**src/design/dca_pkg.sv**
```systemverilog
// ----------------------------------------------------------------------------
// DMA channel allocator package
// Shared types, codes and default sizes for the channel allocator.
// ----------------------------------------------------------------------------
package dca_pkg;

  // Field widths of the transfer payloads.
  localparam int ID_W   = 8;
  localparam int MASK_W = 2;
  localparam int CH_W   = 1;
  localparam int OUT_W  = 3;

  // Default sizes.
  localparam int DEF_CHANNELS    = 2;
  localparam int DEF_QUEUE_DEPTH = 16;

  // Input action codes.
  typedef enum logic [0:0] {
    ACT_REQUEST = 1'b0,
    ACT_FREE    = 1'b1
  } action_t;

  // Result outcome codes.
  typedef enum logic [OUT_W-1:0] {
    OC_GRANTED    = 3'd0,
    OC_QUEUED     = 3'd1,
    OC_REJECTED   = 3'd2,
    OC_HANDED     = 3'd3,
    OC_FREED_IDLE = 3'd4
  } outcome_t;

  // Sequencer states.
  typedef enum logic [2:0] {
    ST_IDLE,
    ST_DECIDE,
    ST_SCAN,
    ST_SHIFT,
    ST_EMIT
  } state_t;

  // One entry of the wait list.
  typedef struct packed {
    logic [ID_W-1:0]   id;
    logic [MASK_W-1:0] mask;
  } wait_ent_t;

  // Commands from the controller to the datapath.
  typedef struct packed {
    logic capture;
    logic decide;
    logic scan;
    logic shift;
    logic load_out;
  } cmd_t;

  // Status from the datapath to the controller.
  typedef struct packed {
    logic need_scan;
    logic hit;
    logic scan_end;
    logic shift_end;
  } sts_t;

endpackage

```
**src/design/dca_ifs.sv**
```systemverilog
// ----------------------------------------------------------------------------
// DMA channel allocator channel interfaces
// Valid/ready interfaces for the request/free channel and the result channel.
// ----------------------------------------------------------------------------
interface dca_in_if;
  logic                      valid;
  logic                      ready;
  logic                      action;
  logic [dca_pkg::ID_W-1:0]   requester_id;
  logic [dca_pkg::MASK_W-1:0] channel_mask;
  logic [dca_pkg::CH_W-1:0]   free_channel;

  modport source (output valid, action, requester_id, channel_mask, free_channel,
                  input ready);
  modport sink (input valid, action, requester_id, channel_mask, free_channel,
                output ready);
endinterface

interface dca_out_if;
  logic                     valid;
  logic                     ready;
  logic [dca_pkg::OUT_W-1:0] outcome;
  logic [dca_pkg::CH_W-1:0]  channel;
  logic [dca_pkg::ID_W-1:0]  requester_id_res;

  modport source (output valid, outcome, channel, requester_id_res, input ready);
  modport sink (input valid, outcome, channel, requester_id_res, output ready);
endinterface

```
**src/design/dma_channel_allocator.sv**
```systemverilog
// ----------------------------------------------------------------------------
// DMA channel allocator
// Grants DMA channels to requesters, keeps a FIFO wait list of requests that
// cannot be served, and hands a freed channel to the oldest matching waiter.
//
//   Channel  Direction  Handshake        Payload
//   in_chan  sink       valid / ready    action, requester_id, channel_mask,
//                                        free_channel
//   out_chan source     valid / ready    outcome, channel, requester_id_res
//
// A request is captured, decided and then loaded into the output register, which offers its result.
// A free is captured and decided, then scans the wait list (one entry per cycle)
// and, on a match, compacts the list behind the removed waiter (one entry per
// cycle); the single memory port pair of the wait list sets this rate.
// One transfer is worked on at a time; the next is accepted once the result
// of the previous one has moved into the output register, even while that
// result waits for out_chan.ready.
// Reset is synchronous and active low and leaves all channels idle and the
// wait list empty.
// ----------------------------------------------------------------------------
module dma_channel_allocator #(
  parameter int CHANNELS    = dca_pkg::DEF_CHANNELS,
  parameter int QUEUE_DEPTH = dca_pkg::DEF_QUEUE_DEPTH
) (
  input  logic      clk,
  input  logic      rst_n,
  dca_in_if.sink    in_chan,
  dca_out_if.source out_chan
);

  dca_pkg::cmd_t cmd;
  dca_pkg::sts_t sts;

  // Sequencer.
  dca_ctrl u_ctrl (
    .clk       (clk),
    .rst_n     (rst_n),
    .in_valid  (in_chan.valid),
    .in_ready  (in_chan.ready),
    .out_ready (out_chan.ready),
    .out_valid (out_chan.valid),
    .sts       (sts),
    .cmd       (cmd)
  );

  // Channel state, wait list and result registers.
  dca_dpath #(
    .CHANNELS    (CHANNELS),
    .QUEUE_DEPTH (QUEUE_DEPTH)
  ) u_dpath (
    .clk                  (clk),
    .rst_n                (rst_n),
    .in_action            (in_chan.action),
    .in_requester_id      (in_chan.requester_id),
    .in_channel_mask      (in_chan.channel_mask),
    .in_free_channel      (in_chan.free_channel),
    .cmd                  (cmd),
    .sts                  (sts),
    .out_outcome          (out_chan.outcome),
    .out_channel          (out_chan.channel),
    .out_requester_id_res (out_chan.requester_id_res)
  );

endmodule

```
**src/design/dca_ctrl.sv**
```systemverilog
// ----------------------------------------------------------------------------
// DMA channel allocator controller
// Sequencer that steps one transfer through decide, wait-list scan, wait-list
// compaction and result hand-off, and owns the result valid flag.
// ----------------------------------------------------------------------------
module dca_ctrl (
  input  logic          clk,
  input  logic          rst_n,
  input  logic          in_valid,
  output logic          in_ready,
  input  logic          out_ready,
  output logic          out_valid,
  input  dca_pkg::sts_t sts,
  output dca_pkg::cmd_t cmd
);

  dca_pkg::state_t state_r, state_nxt;
  logic            out_valid_r, out_valid_nxt;
  logic            out_free;

  // The result register can take a new value when empty or being drained.
  assign out_free = !out_valid_r || out_ready;

  // Next-state logic.
  always_comb begin
    state_nxt = state_r;
    unique case (state_r)
      dca_pkg::ST_IDLE: begin
        if (in_valid) state_nxt = dca_pkg::ST_DECIDE;
      end
      dca_pkg::ST_DECIDE: begin
        state_nxt = sts.need_scan ? dca_pkg::ST_SCAN : dca_pkg::ST_EMIT;
      end
      dca_pkg::ST_SCAN: begin
        priority if (sts.hit)      state_nxt = dca_pkg::ST_SHIFT;
        else if (sts.scan_end)     state_nxt = dca_pkg::ST_EMIT;
        else                       state_nxt = dca_pkg::ST_SCAN;
      end
      dca_pkg::ST_SHIFT: begin
        if (sts.shift_end) state_nxt = dca_pkg::ST_EMIT;
      end
      dca_pkg::ST_EMIT: begin
        if (out_free) state_nxt = dca_pkg::ST_IDLE;
      end
      default: state_nxt = dca_pkg::ST_IDLE;
    endcase
  end

  // Command outputs.
  always_comb begin
    cmd          = '0;
    in_ready     = 1'b0;
    unique case (state_r)
      dca_pkg::ST_IDLE: begin
        in_ready    = 1'b1;
        cmd.capture = in_valid;
      end
      dca_pkg::ST_DECIDE: cmd.decide   = 1'b1;
      dca_pkg::ST_SCAN:   cmd.scan     = 1'b1;
      dca_pkg::ST_SHIFT:  cmd.shift    = 1'b1;
      dca_pkg::ST_EMIT:   cmd.load_out = out_free;
      default: cmd = '0;
    endcase
  end

  // Result valid flag.
  always_comb begin
    out_valid_nxt = out_valid_r;
    priority if (cmd.load_out) out_valid_nxt = 1'b1;
    else if (out_ready)        out_valid_nxt = 1'b0;
  end

  always_ff @(posedge clk) begin
    if (!rst_n) begin
      state_r     <= dca_pkg::ST_IDLE;
      out_valid_r <= 1'b0;
    end else begin
      state_r     <= state_nxt;
      out_valid_r <= out_valid_nxt;
    end
  end

  assign out_valid = out_valid_r;

  // A loaded result is offered in the next cycle.
  a_load_shows: assert property (@(posedge clk) disable iff (!rst_n)
    cmd.load_out |=> out_valid_r)
    else $error("result load did not raise valid");

  // A new transfer is never taken while one is in progress.
  a_one_item: assert property (@(posedge clk) disable iff (!rst_n)
    (in_ready && in_valid) |=> (state_r == dca_pkg::ST_DECIDE))
    else $error("accepted transfer did not reach decide");

  // The result register is never overwritten while it still holds a result.
  a_no_overwrite: assert property (@(posedge clk) disable iff (!rst_n)
    (cmd.load_out && out_valid_r) |-> out_ready)
    else $error("pending result overwritten");

endmodule

```
**src/design/dca_dpath.sv**
```systemverilog
// ----------------------------------------------------------------------------
// DMA channel allocator datapath
// Busy bits, wait-list memory with its count, scan pointer and result
// registers. One memory read and one memory write per cycle.
// ----------------------------------------------------------------------------
module dca_dpath #(
  parameter int CHANNELS    = dca_pkg::DEF_CHANNELS,
  parameter int QUEUE_DEPTH = dca_pkg::DEF_QUEUE_DEPTH
) (
  input  logic                       clk,
  input  logic                       rst_n,
  input  logic                       in_action,
  input  logic [dca_pkg::ID_W-1:0]   in_requester_id,
  input  logic [dca_pkg::MASK_W-1:0] in_channel_mask,
  input  logic [dca_pkg::CH_W-1:0]   in_free_channel,
  input  dca_pkg::cmd_t              cmd,
  output dca_pkg::sts_t              sts,
  output logic [dca_pkg::OUT_W-1:0]  out_outcome,
  output logic [dca_pkg::CH_W-1:0]   out_channel,
  output logic [dca_pkg::ID_W-1:0]   out_requester_id_res
);

  localparam int AW = $clog2(QUEUE_DEPTH);
  localparam int CW = $clog2(QUEUE_DEPTH + 1);

  // Captured transfer.
  dca_pkg::action_t            act_r;
  logic [dca_pkg::ID_W-1:0]    id_r;
  logic [dca_pkg::MASK_W-1:0]  mask_r;
  logic [dca_pkg::CH_W-1:0]    fch_r;

  // Control state.
  logic [CHANNELS-1:0] busy_r, busy_nxt;
  logic [CW-1:0]       count_r, count_nxt;
  logic [CW-1:0]       ptr_r, ptr_nxt;
  logic                pend_r, pend_nxt;

  // Wait-list memory and its read pipeline.
  dca_pkg::wait_ent_t  mem [QUEUE_DEPTH];
  dca_pkg::wait_ent_t  rd_data_r;
  logic [AW-1:0]       tag_r;

  // Result and output registers.
  dca_pkg::outcome_t           res_oc_r;
  logic [dca_pkg::CH_W-1:0]    res_ch_r;
  logic [dca_pkg::ID_W-1:0]    res_id_r;
  logic [dca_pkg::OUT_W-1:0]   out_oc_r;
  logic [dca_pkg::CH_W-1:0]    out_ch_r;
  logic [dca_pkg::ID_W-1:0]    out_id_r;

  logic [dca_pkg::MASK_W-1:0]  busy_view;
  logic [dca_pkg::MASK_W-1:0]  ch_exist;
  logic [dca_pkg::MASK_W-1:0]  avail;
  logic                        grant_any;
  logic [dca_pkg::CH_W-1:0]    grant_ch;
  logic                        full;
  logic                        is_free;
  logic                        fch_ok;
  logic                        hit;
  logic                        at_end;
  logic                        rd_issue;
  logic                        wr_en;
  logic [AW-1:0]               wr_addr;
  dca_pkg::wait_ent_t          wr_data;
  logic                        set_en;
  logic [dca_pkg::CH_W-1:0]    set_ch;
  logic                        clr_en;

  // Channel numbers that the mask can name but the block does not have read
  // as permanently busy and absent.
  for (genvar g = 0; g < dca_pkg::MASK_W; g++) begin : g_view
    if (g < CHANNELS) begin : g_real
      assign busy_view[g] = busy_r[g];
      assign ch_exist[g]  = 1'b1;
    end else begin : g_none
      assign busy_view[g] = 1'b1;
      assign ch_exist[g]  = 1'b0;
    end
  end

  // Grant selection: highest-numbered idle channel in the mask.
  assign avail     = mask_r & ~busy_view;
  assign grant_any = |avail;
  assign grant_ch  = avail[1];
  assign full      = (count_r == CW'(QUEUE_DEPTH));
  assign is_free   = (act_r == dca_pkg::ACT_FREE);
  assign fch_ok    = ch_exist[fch_r];

  // Scan and compaction status.
  assign hit    = pend_r && rd_data_r.mask[fch_r];
  assign at_end = (ptr_r == count_r);

  assign sts.need_scan = is_free && fch_ok;
  assign sts.hit       = hit;
  assign sts.scan_end  = !hit && at_end;
  assign sts.shift_end = at_end;

  // Memory port control. Compaction writes each entry it has read back one
  // place lower in the list.
  assign rd_issue = (cmd.scan && !hit && !at_end) || (cmd.shift && !at_end);
  assign wr_en    = (cmd.decide && !is_free && !grant_any && !full) ||
                    (cmd.shift && pend_r);
  assign wr_addr  = cmd.shift ? (tag_r - AW'(1)) : count_r[AW-1:0];
  assign wr_data  = cmd.shift ? rd_data_r : dca_pkg::wait_ent_t'{id: id_r, mask: mask_r};

  // Busy bit updates.
  assign set_en = (cmd.decide && !is_free && grant_any) || (cmd.scan && hit);
  assign set_ch = cmd.decide ? grant_ch : fch_r;
  assign clr_en = cmd.decide && is_free && fch_ok;

  // Next values of the control state.
  always_comb begin
    busy_nxt  = busy_r;
    count_nxt = count_r;
    ptr_nxt   = ptr_r;
    pend_nxt  = pend_r;
    for (int i = 0; i < CHANNELS; i++) begin
      if (clr_en && (int'(fch_r) == i)) busy_nxt[i] = 1'b0;
      if (set_en && (int'(set_ch) == i)) busy_nxt[i] = 1'b1;
    end
    if (cmd.decide) begin
      if (!is_free && !grant_any && !full) count_nxt = count_r + CW'(1);
      ptr_nxt  = '0;
      pend_nxt = 1'b0;
    end
    if (cmd.scan) begin
      priority if (hit) begin
        pend_nxt = 1'b0;
      end else if (!at_end) begin
        ptr_nxt  = ptr_r + CW'(1);
        pend_nxt = 1'b1;
      end else begin
        pend_nxt = 1'b0;
      end
    end
    if (cmd.shift) begin
      if (!at_end) begin
        ptr_nxt  = ptr_r + CW'(1);
        pend_nxt = 1'b1;
      end else begin
        pend_nxt  = 1'b0;
        count_nxt = count_r - CW'(1);
      end
    end
  end

  always_ff @(posedge clk) begin
    if (!rst_n) begin
      busy_r  <= '0;
      count_r <= '0;
      ptr_r   <= '0;
      pend_r  <= 1'b0;
    end else begin
      busy_r  <= busy_nxt;
      count_r <= count_nxt;
      ptr_r   <= ptr_nxt;
      pend_r  <= pend_nxt;
    end
  end

  // Capture of the accepted transfer.
  always_ff @(posedge clk) begin
    if (cmd.capture) begin
      act_r  <= dca_pkg::action_t'(in_action);
      id_r   <= in_requester_id;
      mask_r <= in_channel_mask;
      fch_r  <= in_free_channel;
    end
  end

  // Wait-list memory: one write and one registered read per cycle.
  always_ff @(posedge clk) begin
    if (wr_en) mem[wr_addr] <= wr_data;
    if (rd_issue) begin
      rd_data_r <= mem[ptr_r[AW-1:0]];
      tag_r     <= ptr_r[AW-1:0];
    end
  end

  // Result formation and output register.
  always_ff @(posedge clk) begin
    if (cmd.decide) begin
      res_id_r <= id_r;
      priority if (is_free) begin
        res_oc_r <= dca_pkg::OC_FREED_IDLE;
        res_ch_r <= fch_r;
      end else if (grant_any) begin
        res_oc_r <= dca_pkg::OC_GRANTED;
        res_ch_r <= grant_ch;
      end else if (full) begin
        res_oc_r <= dca_pkg::OC_REJECTED;
        res_ch_r <= '0;
      end else begin
        res_oc_r <= dca_pkg::OC_QUEUED;
        res_ch_r <= '0;
      end
    end
    if (cmd.scan && hit) begin
      res_oc_r <= dca_pkg::OC_HANDED;
      res_ch_r <= fch_r;
      res_id_r <= rd_data_r.id;
    end
    if (cmd.load_out) begin
      out_oc_r <= res_oc_r;
      out_ch_r <= res_ch_r;
      out_id_r <= res_id_r;
    end
  end

  assign out_outcome          = out_oc_r;
  assign out_channel          = out_ch_r;
  assign out_requester_id_res = out_id_r;

  // The wait count never exceeds the list depth.
  a_count_bound: assert property (@(posedge clk) disable iff (!rst_n)
    count_r <= CW'(QUEUE_DEPTH))
    else $error("wait count beyond depth");

  // The scan pointer stays within the occupied part of the list.
  a_ptr_bound: assert property (@(posedge clk) disable iff (!rst_n)
    (cmd.scan || cmd.shift) |-> (ptr_r <= count_r))
    else $error("scan pointer beyond wait count");

  // Compaction only runs on a list that holds the removed waiter.
  a_shift_nonempty: assert property (@(posedge clk) disable iff (!rst_n)
    cmd.shift |-> (count_r != '0))
    else $error("compaction on empty list");

  // A channel handed to a waiter is busy afterwards.
  a_handed_busy: assert property (@(posedge clk) disable iff (!rst_n)
    (cmd.scan && hit) |=> busy_view[fch_r])
    else $error("handed channel not marked busy");

endmodule
```
**src/flat_wrapper.sv**
```systemverilog
// flat-port wrapper written by rule: the top's interface ports become plain ports
module dma_channel_allocator_flat 
#(
  parameter int CHANNELS    = dca_pkg::DEF_CHANNELS,
  parameter int QUEUE_DEPTH = dca_pkg::DEF_QUEUE_DEPTH
)
  (clk, rst_n, in_chan_valid, in_chan_action, in_chan_requester_id, in_chan_channel_mask, in_chan_free_channel, in_chan_ready, out_chan_valid, out_chan_outcome, out_chan_channel, out_chan_requester_id_res, out_chan_ready);
  dca_in_if in_chan_i ();
  dca_out_if out_chan_i ();
  input  logic clk;
  input  logic rst_n;
  input wire logic [$bits(in_chan_i.valid)-1:0] in_chan_valid;
  input wire logic [$bits(in_chan_i.action)-1:0] in_chan_action;
  input wire logic [$bits(in_chan_i.requester_id)-1:0] in_chan_requester_id;
  input wire logic [$bits(in_chan_i.channel_mask)-1:0] in_chan_channel_mask;
  input wire logic [$bits(in_chan_i.free_channel)-1:0] in_chan_free_channel;
  output wire logic [$bits(in_chan_i.ready)-1:0] in_chan_ready;
  output wire logic [$bits(out_chan_i.valid)-1:0] out_chan_valid;
  output wire logic [$bits(out_chan_i.outcome)-1:0] out_chan_outcome;
  output wire logic [$bits(out_chan_i.channel)-1:0] out_chan_channel;
  output wire logic [$bits(out_chan_i.requester_id_res)-1:0] out_chan_requester_id_res;
  input wire logic [$bits(out_chan_i.ready)-1:0] out_chan_ready;
  assign in_chan_i.valid = in_chan_valid;
  assign in_chan_i.action = in_chan_action;
  assign in_chan_i.requester_id = in_chan_requester_id;
  assign in_chan_i.channel_mask = in_chan_channel_mask;
  assign in_chan_i.free_channel = in_chan_free_channel;
  assign in_chan_ready = in_chan_i.ready;
  assign out_chan_valid = out_chan_i.valid;
  assign out_chan_outcome = out_chan_i.outcome;
  assign out_chan_channel = out_chan_i.channel;
  assign out_chan_requester_id_res = out_chan_i.requester_id_res;
  assign out_chan_i.ready = out_chan_ready;
  dma_channel_allocator #(.CHANNELS(CHANNELS), .QUEUE_DEPTH(QUEUE_DEPTH)) u_core (.clk(clk), .rst_n(rst_n), .in_chan(in_chan_i), .out_chan(out_chan_i));
endmodule
```
**config.mk**
```make
export PLATFORM = sky130hd
export DESIGN_NAME = dma_channel_allocator_flat
export DESIGN_NICKNAME = d
export VERILOG_FILES = /design/src/design/dca_pkg.sv /design/src/design/dca_ifs.sv /design/src/design/dma_channel_allocator.sv /design/src/design/dca_ctrl.sv /design/src/design/dca_dpath.sv /design/src/flat_wrapper.sv
export SDC_FILE = /design/constraint.sdc
export NUM_CORES = 1
export LEC_CHECK = 0
export BUFFER_PORTS_ARGS = -buffer_cell sky130_fd_sc_hd__buf_2
export CAP_MARGIN = 20
export CORE_MARGIN = 3
export CORE_UTILIZATION = 36
export DETAILED_ROUTE_END_ITERATION = 7
export GPL_TIMING_DRIVEN = 1
export PLACE_DENSITY = 0.49
export SETUP_SLACK_MARGIN = 0.15
export SLEW_MARGIN = 20
export SYNTH_ARGS = -nofsm -noshare
export SYNTH_HDL_FRONTEND = slang
export SYNTH_SLANG_ARGS = --single-unit
```
**constraint.sdc**
```tcl
create_clock -name clk -period 3.5 [get_ports clk]
set_clock_uncertainty 0.2 [all_clocks]
set_input_delay 0.525 -clock clk [delete_from_list [all_inputs] [get_ports clk]]
set_output_delay 0.525 -clock clk [all_outputs]
set_load 0.01 [all_outputs]
```
## Word level (Yosys, flattened, before mapping)

Memory sizes are Yosys's and may differ from the RTL's. A register that Yosys moved wholly into a read port is not among the register bits.
Index checks and enable logic that the tools add are counted.

- Register bits: 57
- Memories kept: 1
- Logic and storage cells: 126
- RAM bits: 160
- Input bits: 16
- Output and inout bits: 14

Memories:

| name | words | bits a word | rd ports | clocked after Yosys merged registers in | wr ports | RTL line | source |
|---|---|---|---|---|---|---|---|
| u_core.u_dpath.mem | 16 | 10 | 1 | 1 | 1 | dca_dpath.sv:39 | `dca_pkg::wait_ent_t mem [QUEUE_DEPTH];` |

- Reductions and logical operators: 38
- Bitwise logic cells: 4
- Multiplexer cells: 51
- $add $sub $neg: 4
- Eq/ne operators: 9
- Magnitude comparators: 1

Operators by type and width:

| cell | number |
|---|---|
| 2-to-1 mux 5 bit | 10 |
| 2-to-1 mux 1 bit | 27 |
| 2-to-1 mux 3 bit | 7 |
| logical AND 1 bit | 20 |
| 2-to-1 mux 8 bit | 2 |
| case mux 3 bit (5 select lines) | 1 |
| adder 5 x 1 -> 5 bit (second input constant) | 2 |
| 2-to-1 mux 10 bit | 1 |
| nonzero test 2 bit | 4 |
| == test 3 x 2 -> 1 bit (second input constant) | 2 |
| logical NOT 1 bit | 6 |
| inequality test 2 bit (second input constant) | 3 |
| == test 5 bit | 1 |
| == test 5 bit (second input constant) | 1 |
| subtractor 5 x 1 -> 5 bit (second input constant) | 1 |
| logical OR 1 bit | 4 |
| 2-to-1 mux 2 bit | 2 |
| 2-to-1 mux 4 bit | 1 |
| subtractor 4 x 1 -> 4 bit (second input constant) | 1 |
| == test 3 x 1 -> 1 bit (second input constant) | 1 |
| == test 3 bit (second input constant) | 1 |
| logical NOT 3 bit | 1 |
| AND reduction 3 bit | 1 |
| nonzero test 3 bit | 1 |
| 5 further kinds | 6 |

## Depth between registers and ports, before layout

- Depth after elaboration: 10
- Depth in mapped cells: 7
- Depth with buffers taken out: 6

## Hierarchy

A second synthesis with hierarchy kept.

- Cell total of the unflattened synthesis: 545
- Area, all modules: 9276.4 um2

Modules (own cells, without submodules):

| module | area an instance (um2) | cells an instance | seq. area each (um2) | times used |
|---|---|---|---|---|
| dca_dpath | 8984.9 | 512 | 6536.3 | 1 |
| dca_ctrl | 291.5 | 33 | 80.1 | 1 |

## Worst setup path after synthesis

Ideal clock, no wire load.

- Kind: reg-to-reg
- Start point: register u_core.u_dpath.act_r
- End point: memory u_core.u_dpath.mem[10][0] (netlist name) (enable)
- Path slack: 0.481 ns
- Buffers on the path: 0
- Cell stages (with the launch flop): 5
- Library setup time: 0.390 ns
- Period minus slack after synthesis: 3.019 ns
- Required time: 2.910 ns
- Arrival time: 2.429 ns
- Cells stage by stage: edfxtp_1 > or4b_4 > nor4_4 > a21oi_1 > nor3_1

- Cells in the longest elaborated chain, start to end: 7

Ends and longest elaborated chain:

| element | RTL line | source |
|---|---|---|
| from (decl) | dca_dpath.sv:27 | `dca_pkg::action_t act_r;` |
| from (signal assigned) | dca_dpath.sv:164 | `act_r <= dca_pkg::action_t'(in_action);` |
| logical NOT 1 bit | dca_dpath.sv:101 | `assign wr_en = (cmd.decide && !is_free && !grant_any && !full) \|\|` |
| logical AND 1 bit (3 in a row) | dca_dpath.sv:101 |  |
| logical OR 1 bit | dca_dpath.sv:101 |  |
| 2-to-1 mux 1 bit | dca_dpath.sv:173 | `if (wr_en) mem[wr_addr] <= wr_data;` |
| 2-to-1 mux 1 bit (not written as such) | dca_dpath.sv:173 |  |
| to (decl) | dca_dpath.sv:39 |  |

Every way passes these cells.

## Worst setup path in the final report

- Start point: register u_core.u_dpath.act_r
- End point: memory u_core.u_dpath.mem[4][9] (netlist name) (enable)

Same word-level chain as after synthesis.

==> reports/summary.md <==
In this run, post-CTS hold repair placed 12 buffers. During placement, the flow inserted port buffers numbering 29. The final layout contains routed wiring with a total length of 20.30 mm.

The delay contributed by the slowest stage of the critical path is 0.59 ns. After synthesis, the share of flip-flops with an asynchronous set or reset is 0%. Setup violations remaining at the end of the flow were counted as 0.

In this run the power spent charging and discharging nets is 1224 uW. For the worst flop-to-flop path, the logic depth is 5. The signal on the critical path passes through or4b_4, nor4_4, a32oi_1, nor3_1, buf_4. The count of distinct cell types in the synthesized netlist is 50, and the maximum number of pins on one net before global-route repair is 45.

At the pin with the least slew margin, the transition time is 1.016 ns. The routed wirelength normalized by instance count was 21.08 microns. The run finished with clean final reports.

After detailed routing, the number of remaining DRC violations is 0. The commonest cells after synthesis are 207 x edfxtp_1, 75 x nand2_1, 40 x mux4_2, 24 x nor3_1, 23 x clkbuf_1. Along the worst path, the maximum fanout reaches 10. STA puts the critical path data arrival time at 2.99 ns. In the final timing run, aggregate negative setup slack is 0 ns. Dividing the final minimum period by the clock period gives 84.44%.

For the area of the placeable core, the log shows 24750 sq um. The number of rows in the core area is 57, and the clock input transition at the sequential cells of the worst setup and hold paths is 0.06 ns. Detailed placement finished with a half-perimeter wire length of 13.32 mm. The area share of the largest cell type after synthesis came out at 67.49%. Once the clock tree was built, the setup fixing pass inserted 0 buffers. TritonCTS built the clock tree. The number of antenna diodes in the final layout is 0. Once detail routing completed, the nets flagged for antenna violations numbered 0. The run gives 1 as the depth of the CTS H-tree. The number of antenna violations at the first check in global routing was 0.

The floorplan step set the die height to 166.0 microns. The fraction of final layout cells with drive strength greater than 1 works out to 23.32%. Buffer depth of the longest clock path: 3.

For the boundary pin count, the log shows 30. TritonCTS created 25 clock buffers. For the headroom to the max-slew limit, the log shows 32.19%. The cell type with the largest total area after synthesis is edfxtp_1. Max-cap violations in this run came to 0. The achievable frequency is 338.4 MHz, and the mapped cell area is 9210 sq um. The die width was 166.0 microns; the wire length of the first global-routing pass was 31.24 mm.

The number of violations reported at the end of detailed-routing iteration 0 was 464; the number of global-route vias before repair was 5073. For the total nets after synthesis, the log shows 578. Post-layout utilization of the core: 43.40%. Sorting the synthesized cells by area gives the leading types as edfxtp_1 67%, mux4_2 9.8%, dfxtp_1 4.3%. Average size of a mapped cell: 16.51 sq um. The initial utilization of the core area, before any placement, comes to 37.22%. Fraction of power consumed by the clock network: 44.2%. Most used standard cell by instance count after synthesis: edfxtp_1.

Combinational logic is responsible for 3.3% of the overall power. The slowest stage of the critical path belongs to the cell or4b_4. For the maximum resistive drop on vdd, the log shows 357.6 uV.

The synthesis warning total was 0. Counting every sink on the clock net gives 227. Among all flip-flop cells after synthesis, the most frequent one is edfxtp_1.

The analysis attributes to cell leakage a power of 0.003522 uW. The run gives 4998 as the overall via count from detail_route. The data required time at the worst endpoint is 3.53 ns, and the count of instances resized after the clock tree is built is 0.

For this run, the post-layout net count is 640. Sequential cells were found to cover 71.84% of the synthesized design area. The shortest clock period the worst path allows after layout is 2.955 ns, and the worst hold path stage count is 3.

The global route total overflow was 0. Net switching is 21.21% of the power. Using the TritonRoute via totals, the vias-per-cell ratio works out to 5.190. Setup repair after global routing left no endpoint under its margin. The number of enable-type register cells in the synthesized netlist works out to 207. The element type at the critical path end was a register. The global placer's final weighted congestion was 0.7908. The flip-flop and latch count after synthesis was 227; the fill cell total of the finished layout was 2222.

The clock reaches the later pin of the worst-skew pair after 0.54 ns. The floorplan step defined a die boundary enclosing 27540 sq um. The power density over cell area came out at 537.2 nW/um^2.

Root buffer cell: clkbuf_16. Before antenna repair, the detailed router went through 5 iterations. The final count of hold timing violations was 0; the total global-route track usage was 14.68%.

Area growth from synthesis to layout: 16.61%. The setup path with the least slack is of type reg -> reg. The tools report the kind of launch point of the worst setup path as a register.

Per report_power, the sequential group accounts for 52.5% of the total. Synthesis produced a netlist whose cell count is 558. The internal portion of the total power is 4546 uW. The number of max-slew violations in the final report came out at 0.

The path class of the tightest hold or removal check is in -> reg.
final cells by class:
type / instances / area, sq um / area share, %
Sequential cell: 227 / 6620 / 61.64
Multi-Input combinational cell: 290 / 2402 / 22.37
Clock buffer: 27 / 633.1 / 5.895
Timing Repair Buffer: 67 / 460.4 / 4.287
Tap cell: 324 / 405.4 / 3.774
Clock inverter: 19 / 185.2 / 1.724
Inverter: 9 / 33.78 / 0.3145
critical path: cells and delay by family (launching register included):
family / cells / cell delay [ns]
DFF: 1 / 0.49
AOI/OAI and AO/OA: 1 / 0.35
buffers and inverters: 1 / 0.24
and+or+nand+nor: 3 / 1.37
cell usage in the layout, fill, tap and decap left out, types with 3 or more instances in the layout:
| master | n |
|---|---|
| edfxtp_1 | 207 |
| mux2i_1 | 17 |
| dfxtp_1 | 17 |
| clkinvlp_4 | 6 |
| a21oi_1 | 19 |
| and3_1 | 3 |
| nand3_1 | 13 |
| buf_2 | 29 |
| a32oi_1 | 3 |
| nor2_1 | 7 |
| xor2_1 | 5 |
| inv_1 | 8 |
| a31oi_1 | 5 |
| nor4_1 | 5 |
| dlygate4sd3_1 | 12 |
| buf_4 | 26 |
| nand2b_1 | 5 |
| nand2_1 | 75 |
| clkinv_1 | 5 |
| clkbuf_16 | 25 |
| nor2b_1 | 13 |
| nor3_1 | 24 |
| ha_1 | 4 |
| o21ai_0 | 5 |
| a211oi_1 | 11 |
| dfxtp_2 | 3 |
| mux4_2 | 40 |
| a22oi_1 | 3 |
| or3_1 | 3 |
registers in the layout, summed over array words and instances (netlist names), 3 cells and up:
signal,flops
u_core.u_dpath.tag_r,4
u_core.u_dpath.id_r,8
u_core.u_dpath.res_id_r,8
u_core.u_dpath.ptr_r,5
u_core.u_dpath.rd_data_r,10
u_core.u_dpath.mem,160
u_core.u_dpath.res_oc_r,3
u_core.u_dpath.count_r,5
u_core.u_ctrl.state_r,3
u_core.u_dpath.out_requester_id_res,8
u_core.u_dpath.out_outcome,3
cells by family (layout without fill, tap and decap cells):
group | count (synthesis) | count (layout) | synth area share, %
flip-flops | 227 | 227 | 71.84
AND/OR/NAND/NOR | 159 | 159 | 8.532
AO/OA/AOI/OAI | 61 | 61 | 4.469
multiplexers | 59 | 59 | 11.87
buffers and inverters | 41 | 122 | 2.078
XOR/XNOR | 7 | 7 | 0.6657
adder cells (fa/ha/maj) | 4 | 4 | 0.5434
power by group through the flow:
stage          clock (uW)  sequential [uW]  combinational (uW)
3_5_place_dp            0             3090                 181
3_3_place_gp            0             3090                 178
2_1_floorplan           0             3080                 105
6_report             2550             3030                 188
4_1_cts              2610             3030                 191
5_1_grt              2750             3030                 208
final timing paths:
check | from | endpoint | slack (ns)
hold / removal | out_chan_ready | u_core.u_ctrl.out_valid | 0.11
setup / recovery | u_core.u_dpath.act_r | u_core.u_dpath.mem[4][9] | 0.54
setup reg to reg | u_core.u_dpath.act_r | u_core.u_dpath.mem[4][9] | 0.54
hold reg to reg | u_core.u_dpath.res_id_r[6] | u_core.u_dpath.out_requester_id_res[6] | 0.22
routing by layer:
metal,track usage [%],wire length (microns)
met4,3.219,346
met3,2.666,1018
met2,22.59,9401
met5,0,0
met1,22.00,9537
through the flow:
stage / setup slack, ns / area, sq um / power (uW) / instances / hold slack, ns
6_report: 0.5446 / 10740 / 5770 / 963 / 0.1111
5_1_grt: 0.3826 / 10740 / 5987 / 963 / 0.1233
2_1_floorplan: 0.4812 / 9210 / 3182 / 558 / 0.2003
3_5_place_dp: 0.6076 / 9802 / 3270 / 905 / 0.2061
4_1_cts: 0.5846 / 10740 / 5833 / 963 / 0.09475
3_3_place_gp: 0.6425 / 9802 / 3266 / 905 / 0.2060
(Power assumes the default switching activity.)
